## src/hw/rtl/edf_pkg.sv

```systemverilog
// Shared types and codes of the earliest-deadline-first task scheduler.
package edf_pkg;

	localparam logic CMD_LOAD = 1'b0;
	localparam logic CMD_TICK = 1'b1;

	localparam logic [1:0] KIND_MISS     = 2'd0;
	localparam logic [1:0] KIND_EXEC     = 2'd1;
	localparam logic [1:0] KIND_COMPLETE = 2'd2;
	localparam logic [1:0] KIND_IDLE     = 2'd3;

	typedef struct packed {
		logic        command;
		logic [2:0]  task_slot;
		logic [7:0]  task_label;
		logic [15:0] exec_time;
		logic [15:0] period_len;
	} cmd_item_t;

	typedef struct packed {
		logic [1:0]  event_kind;
		logic [7:0]  event_label;
		logic [2:0]  event_slot;
		logic [31:0] event_time;
		logic [31:0] miss_total;
		logic        last_of_tick;
	} result_item_t;

endpackage

```

## src/hw/rtl/edf_task_scheduler.sv

```systemverilog
// Earliest-deadline-first task scheduler: slot table, scan sequencer and result register.
//
// The cmd channel takes load and tick commands; the result channel returns events.
// Both use valid and stall; a transfer happens on a rising edge with valid high and
// stall low. cmd_stall is high from the transfer of a command until its last event
// has been placed in the result register.
// A load writes one slot and returns one acknowledge event, which it places in the
// result register as soon as that register can take it.
// A tick walks the slot table once, one slot per cycle unless a slot's miss event must
// wait for the result register, with separate deadline compares that flag misses and
// track the earliest unfinished task, then issues the execute, complete or idle event.
// Each miss event is issued during the walk, in slot order.
// The result register frees the sequencer from the receiver: while result_stall is
// high and an event waits, the walk pauses at the slot that wants to issue the
// next event and resumes, with nothing lost, once the waiting event transfers.
// Reset clears the tick counter, the miss total and all loaded flags; no slot is
// scheduled until a load fills it.
module edf_task_scheduler #(
	parameter int MAX_TASKS = 8
) (
	input  logic                 clk,
	input  logic                 arst_n,
	input  logic                 cmd_valid,
	output logic                 cmd_stall,
	input  edf_pkg::cmd_item_t   cmd,
	output logic                 result_valid,
	input  logic                 result_stall,
	output edf_pkg::result_item_t result
);
	import edf_pkg::*;

	localparam int IDX_W = (MAX_TASKS > 1) ? $clog2(MAX_TASKS) : 1;

	localparam logic [1:0] S_IDLE = 2'd0;
	localparam logic [1:0] S_LOAD = 2'd1;
	localparam logic [1:0] S_SCAN = 2'd2;
	localparam logic [1:0] S_RUN  = 2'd3;

	logic [1:0]           state_q;
	cmd_item_t            cmd_q;
	logic [IDX_W-1:0]     idx_q;
	logic [31:0]          tick_q;
	logic [31:0]          miss_q;
	logic [MAX_TASKS-1:0] loaded_q;

	logic [7:0]  label_q    [MAX_TASKS];
	logic [15:0] exec_q     [MAX_TASKS];
	logic [15:0] period_q   [MAX_TASKS];
	logic [31:0] deadline_q [MAX_TASKS];
	logic [15:0] done_q     [MAX_TASKS];
	logic [15:0] phase_q    [MAX_TASKS];

	logic             found_q;
	logic [IDX_W-1:0] best_idx_q;
	logic [31:0]      best_dl_q;
	logic [15:0]      best_done_q;
	logic [15:0]      best_exec_q;
	logic [15:0]      best_period_q;
	logic [7:0]       best_label_q;

	logic         result_valid_q;
	result_item_t result_q;

	logic             can_emit;
	logic             cmd_take;
	logic [IDX_W-1:0] load_idx;
	logic             load_ok;
	logic             wr_load;
	logic             slot_ld;
	logic             boundary;
	logic             finished;
	logic             tick_nonzero;
	logic             miss;
	logic             clear_done;
	logic [15:0]      done_after;
	logic             cand;
	logic             better;
	logic             scan_go;
	logic             scan_last;
	logic [16:0]      phase_inc;
	logic [15:0]      phase_next;
	logic [31:0]      miss_next;
	logic             run_go;
	logic [15:0]      done_inc;
	logic             completes;
	logic             emit;
	result_item_t     emit_data;

	assign cmd_stall    = (state_q != S_IDLE);
	assign cmd_take     = cmd_valid && !cmd_stall;
	assign can_emit     = !result_valid_q || !result_stall;
	assign result_valid = result_valid_q;
	assign result       = result_q;

	assign load_idx = IDX_W'(cmd_q.task_slot);
	assign load_ok  = (32'(cmd_q.task_slot) < 32'(MAX_TASKS));
	assign wr_load  = (state_q == S_LOAD) && can_emit && load_ok;

	// One slot per cycle unless a miss waits: period check, then the running earliest-deadline compare.
	assign slot_ld      = loaded_q[idx_q];
	assign boundary     = (phase_q[idx_q] == 16'd0);
	assign finished     = (done_q[idx_q] == exec_q[idx_q]);
	assign tick_nonzero = (tick_q != 32'd0);
	assign miss         = slot_ld && tick_nonzero &&
	                      (boundary ? !finished : (tick_q > deadline_q[idx_q]));
	assign clear_done   = slot_ld && tick_nonzero && boundary && finished;
	assign done_after   = clear_done ? 16'd0 : done_q[idx_q];
	assign cand         = slot_ld && (done_after != exec_q[idx_q]);
	assign better       = cand && (!found_q || (deadline_q[idx_q] < best_dl_q));
	assign scan_go      = (state_q == S_SCAN) && (!miss || can_emit);
	assign scan_last    = (idx_q == IDX_W'(MAX_TASKS - 1));
	assign phase_inc    = {1'b0, phase_q[idx_q]} + 17'd1;
	assign phase_next   = (phase_inc >= {1'b0, period_q[idx_q]}) ? 16'd0 : phase_inc[15:0];
	assign miss_next    = (miss_q == 32'hFFFF_FFFF) ? miss_q : miss_q + 32'd1;

	assign run_go    = (state_q == S_RUN) && can_emit;
	assign done_inc  = best_done_q + 16'd1;
	assign completes = (done_inc == best_exec_q);

	always_comb begin
		emit      = 1'b0;
		emit_data = '0;
		emit_data.event_time = tick_q;
		emit_data.miss_total = miss_q;
		unique case (state_q)
			S_LOAD: begin
				emit = can_emit;
				emit_data.event_kind   = KIND_IDLE;
				emit_data.event_label  = cmd_q.task_label;
				emit_data.event_slot   = cmd_q.task_slot;
				emit_data.last_of_tick = 1'b1;
			end
			S_SCAN: begin
				emit = scan_go && miss;
				emit_data.event_kind  = KIND_MISS;
				emit_data.event_label = label_q[idx_q];
				emit_data.event_slot  = 3'(idx_q);
				emit_data.miss_total  = miss_next;
			end
			S_RUN: begin
				emit = can_emit;
				emit_data.last_of_tick = 1'b1;
				if (found_q) begin
					emit_data.event_kind  = completes ? KIND_COMPLETE : KIND_EXEC;
					emit_data.event_label = best_label_q;
					emit_data.event_slot  = 3'(best_idx_q);
				end else begin
					emit_data.event_kind = KIND_IDLE;
				end
			end
			default: begin
				emit = 1'b0;
			end
		endcase
	end

	always_ff @(posedge clk or negedge arst_n) begin
		if (!arst_n) begin
			state_q        <= S_IDLE;
			idx_q          <= '0;
			tick_q         <= '0;
			miss_q         <= '0;
			loaded_q       <= '0;
			found_q        <= 1'b0;
			result_valid_q <= 1'b0;
		end else begin
			if (emit) begin
				result_valid_q <= 1'b1;
			end else if (!result_stall) begin
				result_valid_q <= 1'b0;
			end
			unique case (state_q)
				S_IDLE: begin
					if (cmd_take) begin
						idx_q   <= '0;
						found_q <= 1'b0;
						state_q <= (cmd.command == CMD_TICK) ? S_SCAN : S_LOAD;
					end
				end
				S_LOAD: begin
					if (can_emit) begin
						if (load_ok) begin
							loaded_q[load_idx] <= 1'b1;
						end
						state_q <= S_IDLE;
					end
				end
				S_SCAN: begin
					if (scan_go) begin
						if (miss) begin
							miss_q <= miss_next;
						end
						if (better) begin
							found_q <= 1'b1;
						end
						idx_q <= idx_q + IDX_W'(1);
						if (scan_last) begin
							state_q <= S_RUN;
						end
					end
				end
				S_RUN: begin
					if (can_emit) begin
						tick_q  <= tick_q + 32'd1;
						state_q <= S_IDLE;
					end
				end
				default: begin
					state_q <= S_IDLE;
				end
			endcase
		end
	end

	// Command register, slot table, the scan's running best and result register; these hold payload only.
	always_ff @(posedge clk) begin
		if (state_q == S_IDLE && cmd_take) begin
			cmd_q <= cmd;
		end
		if (wr_load) begin
			label_q[load_idx]    <= cmd_q.task_label;
			exec_q[load_idx]     <= cmd_q.exec_time;
			period_q[load_idx]   <= cmd_q.period_len;
			deadline_q[load_idx] <= {16'd0, cmd_q.period_len};
			done_q[load_idx]     <= 16'd0;
			phase_q[load_idx]    <= 16'd0;
		end
		if (scan_go) begin
			if (slot_ld) begin
				phase_q[idx_q] <= phase_next;
			end
			if (clear_done) begin
				done_q[idx_q] <= 16'd0;
			end
			if (better) begin
				best_idx_q    <= idx_q;
				best_dl_q     <= deadline_q[idx_q];
				best_done_q   <= done_after;
				best_exec_q   <= exec_q[idx_q];
				best_period_q <= period_q[idx_q];
				best_label_q  <= label_q[idx_q];
			end
		end
		if (run_go && found_q) begin
			done_q[best_idx_q] <= done_inc;
			if (completes) begin
				deadline_q[best_idx_q] <= best_dl_q + {16'd0, best_period_q};
			end
		end
		if (emit) begin
			result_q <= emit_data;
		end
	end

`ifndef SYNTHESIS
	a_accept_leaves_idle: assert property (@(posedge clk) disable iff (!arst_n)
		cmd_take |=> (state_q != S_IDLE))
		else $error("accepted command did not start the sequencer");

	a_run_ends_tick: assert property (@(posedge clk) disable iff (!arst_n)
		run_go |=> (result_valid_q && result_q.last_of_tick && state_q == S_IDLE))
		else $error("tick did not end with a final event");

	a_miss_monotonic: assert property (@(posedge clk) disable iff (!arst_n)
		1'b1 |=> (miss_q >= $past(miss_q)))
		else $error("miss total decreased");

	a_scan_index_range: assert property (@(posedge clk) disable iff (!arst_n)
		(state_q == S_SCAN) |-> (32'(idx_q) < 32'(MAX_TASKS)))
		else $error("scan index beyond the slot table");

	a_stalled_result_holds: assert property (@(posedge clk) disable iff (!arst_n)
		(result_valid_q && result_stall) |=> (result_valid_q && $stable(result_q)))
		else $error("stalled result changed");
`endif

endmodule

```

## config.mk

```make
export PLATFORM = sky130hd
export DESIGN_NAME = edf_task_scheduler
export DESIGN_NICKNAME = d
export VERILOG_FILES = /design/src/hw/rtl/edf_pkg.sv /design/src/hw/rtl/edf_task_scheduler.sv
export SDC_FILE = /design/constraint.sdc
export NUM_CORES = 1
export LEC_CHECK = 0
export BUFFER_PORTS_ARGS = -buffer_cell sky130_fd_sc_hd__buf_2
export CORE_MARGIN = 3
export CORE_UTILIZATION = 50
export CTS_CLUSTER_DIAMETER = 150
export DETAILED_ROUTE_END_ITERATION = 16
export GPL_ROUTABILITY_DRIVEN = 0
export HOLD_SLACK_MARGIN = 0.1
export PLACE_DENSITY = 0.72
export SYNTH_ARGS = -nofsm -noshare
export SYNTH_HDL_FRONTEND = slang
export SYNTH_SLANG_ARGS = --single-unit
```

## constraint.sdc

```tcl
create_clock -name clk -period 27.5 [get_ports clk]
set_input_delay 0 -clock clk [delete_from_list [all_inputs] [get_ports clk]]
set_output_delay 0 -clock clk [all_outputs]
set_load 0.05 [all_outputs]
```

==> metrics.yaml <==
worst_setup_path:
  cp_slowest_cell: "nor4bb_1"
  rr_worst_depth: 17
  regToRegSetupSlack_ns: 19.84
  endpoint_kind: "register"
  r2r-end: "phase_q[4][9]"
  critPathMaxStageDelay_ns: 1.00
  timing.critical_path.to: "phase_q[4][9]"
  crit_fanout: 55
  crit_arrival_ns: 7.98
  worst_setup_path_start_kind: "register"
  cp-startpoint: "idx_q[2]"
  crit_required_ns: 27.83
  crit_type: "reg2reg"
  crit_chain: "buf_4 -> buf_4 -> mux2i_1 -> mux4_2 -> nor3_1 -> nor3b_1 -> nor3b_1 -> xnor2_1 -> ha_1 -> nor2b_1 -> or4_1 -> a31oi_1 -> o21ai_0 -> a21oi_1 -> o21ai_0 -> buf_4 -> nor4bb_1"
  path_common_cell: "buf_4"
  r2r_start: "idx_q[2]"
status:
  status: "completed"
placement:
  dpl_worst_slack_ns: 20.01
  placed_cells: 4313
  portBuffers: 127
  hpwl_microns: 73400
power:
  p_clk_share_pct: 27.3
  p_switching_mw: 1.82
  seq_power_share_pct: 43.3
  p_sw_share_pct: 33.4
  combPwrFrac_pct: 29.4
  power.leakage_nw: 19.3
  ir_worst_vdd_mv: 0.0734
  p_int_mw: 3.62
  powerDensity_nw_per_um2: 98.8
floorplanning:
  core-area_sq_um: 95400
  die_area_sq_um: 100000
  num_rows: 113
  initial_core_util_pct: 50.6
  die_x_microns: 317
  io_pins: 128
  die_h_microns: 317
sta:
  hold_viol: 0
  fin_crit_ns: 7.66
  rsz0062_at_grt: "no"
  worstMarginPinSlew_ns: 1.28
  max_freq_mhz: 131
  period_share_pct: 27.8
  finalSetupViolations: 0
  relSlewSlack_pct: 15.0
  hold_slack_ns: 0.403
  fin_tns_setup_ns: 0
  slew_viol_final: 0
  fin_skew_ns: 0.0444
  fin_ws_ns: 19.84
synth:
  synth-seq-area-share_pct: 69.0
  synthArstFlopShare_pct: 7.03
  synth_top_area_share_pct: 64.9
  synth_nets: 3147
  synth.area.top_cells: "edfxtp_1 65%, mux4_2 9.5%, dfrtp_1 4.1%"
  synth_area_sq_um: 48300
  ys.flop_type: "edfxtp_1"
  synth_cell_types: 74
  avgSynthCellArea_sq_um: 16.1
  yosysWarnings: 0
  yosys_register_bits: 1123
  synth_edf_count: 1044
  yosysTopAreaCell: "edfxtp_1"
  syn_inst: 2995
clock_network:
  cts_setup_buffers: 0
  cts_tree: "done"
  clk_pin_slew_worst_paths_ns: 0.07
  cts_max_level: 3
  cts_buffers: 112
  clock_sinks: 1123
  cts_buffer_depth: 3
  clock_latency_ns: 0.70
  cts-root-buf: "clkbuf_16"
drt:
  wire_per_inst_microns: 24.9
  firstDrtPassIters: 6
  remaining_drc_errors: 0
  wirelength_microns: 115000
  via_per_inst: 5.92
  final_antenna_net_count: 0
  num_vias: 27400
  drt_iter0_drc: 3138
layout:
  syn2layout_area_growth_pct: 14.1
  fin_nets: 3409
  layout-drive-gt1-share_pct: 18.1
  fill_cells: 7137
  final_cell_mix: "1,044 x edfxtp_1, 324 x nand2_1, 204 x mux4_2, 157 x xnor2_1, 133 x nor2_1"
  layout_commonest_cell: "edfxtp_1"
  instances_no_fill: 4620
global_routing:
  overflow: 0
  grt_pass1_vias: 28100
  grt.total_usage_pct: 23.3
  antenna_found_initial: 1
  grt_pass1_wl_microns: 175000
  grt_max_degree: 116
min_path:
  worstHoldPathType: "in2reg"
  hold_start: "result_stall"
job:
  max_cap_violations: 0
-- through the flow --
| stage | area [sq um] | total power [mW] | util, % |
|---|---|---|---|
| floorplan | 48300 | 3.48 | - |
| global placement | 50500 | 3.92 | 52.9 |
| detailed placement | 50500 | 3.96 | 52.9 |
| CTS | 55100 | 5.47 | 57.7 |
| global route | 55100 | 5.69 | 57.7 |
| finish | 55100 | 5.44 | 57.7 |
-- per-layer routing --
| metal | track usage, % | vias to the layer above | wire length [microns] |
|---|---|---|---|
| met5 | 0 | - | 0 |
| met4 | 7.40 | 0 | 3370 |
| met3 | 3.80 | 228 | 9560 |
| met2 | 38.1 | 1227 | 55900 |
| met1 | 32.4 | 14000 | 46400 |
| li1 | - | 11900 | - |
-- worst min path at each step --
stage                   endpoint  depth (start not counted)
global route        result_valid                          4
floorplan                found_q                          0
global placement      tick_q[25]                          1
CTS                 result_valid                          4
detailed placement    tick_q[25]                          1
finish              result_valid                          4
-- worst max-delay path, delay by kind of cell, from the launching register on --
| family | cells | cell delay (ns) |
|---|---|---|
| and+or+nand+nor | 6 | 2.93 |
| buffers and inverters | 3 | 1.69 |
| muxes | 2 | 0.79 |
| DFF | 1 | 0.75 |
| AOI/OAI and AO/OA | 4 | 0.57 |
| adders and majority gates | 1 | 0.28 |
| xor gates and xnor gates | 1 | 0.19 |
-- cell families (layout without fill, tap and decap cells) --
logic type / after synthesis / after routing / share of synthesized area, %
flip-flops: 1123 / 1123 / 69.0
other: 0 / 1 / 0
XOR/XNOR: 258 / 258 / 4.68
AO/OA/AOI/OAI: 221 / 221 / 2.92
adder cells (fa/ha/maj): 104 / 104 / 2.71
AND/OR/NAND/NOR: 795 / 795 / 7.83
buffers and inverters: 230 / 589 / 1.99
multiplexers: 264 / 264 / 10.8
-- power by group through the flow --
stage | Combinational, mW | Sequential, mW | Clock (mW)
finish | 1.60 | 2.35 | 1.49
global route | 1.73 | 2.38 | 1.58
CTS | 1.60 | 2.35 | 1.51
detailed placement | 1.58 | 2.39 | 0
global placement | 1.55 | 2.37 | 0
floorplan | 1.03 | 2.46 | 0
-- synth_stat cells, types with 19 or more instances --
library cell and n:
edfxtp_1 1044, buf_2 19, a21o_1 24, o21ai_0 55
ha_1 103, clkbuf_1 72, and2_1 55, mux2i_1 49
mux4_2 204, nor2_1 144, nor3_1 31, xor2_1 101
xnor2_1 157, nand3_1 80, nand2_1 326, a21oi_1 56
nand4_1 34, inv_1 106, dfrtp_1 79
-- state kept, by name, indices dropped and copies added, names as in the netlist, 40 cells and up --
| name | count |
|---|---|
| cmd_q | 40 |
| deadline_q | 256 |
| done_q | 128 |
| exec_q | 128 |
| label_q | 64 |
| period_q | 128 |
| phase_q | 128 |
| result | 78 |
-- cell type report --
| class | count | area (sq um) | share of cell area, % |
|---|---|---|---|
| diodes | 1 | 2.50 | 0.00454 |
| clock buffers | 140 | 2990 | 5.43 |
| clock inverters | 71 | 628 | 1.14 |
| inverters | 110 | 414 | 0.752 |
| multi-input cells | 1642 | 14100 | 25.7 |
| flip-flops and latches | 1123 | 33300 | 60.5 |
| well taps | 1265 | 1580 | 2.87 |
| repair buffers | 268 | 1960 | 3.56 |
-- repair_timing --
item	in CTS	in global routing
endpoints found under the hold margin	132	0
resized for setup	0	0
hold buffers	95	0
Power figures use the tool's default switching activity.
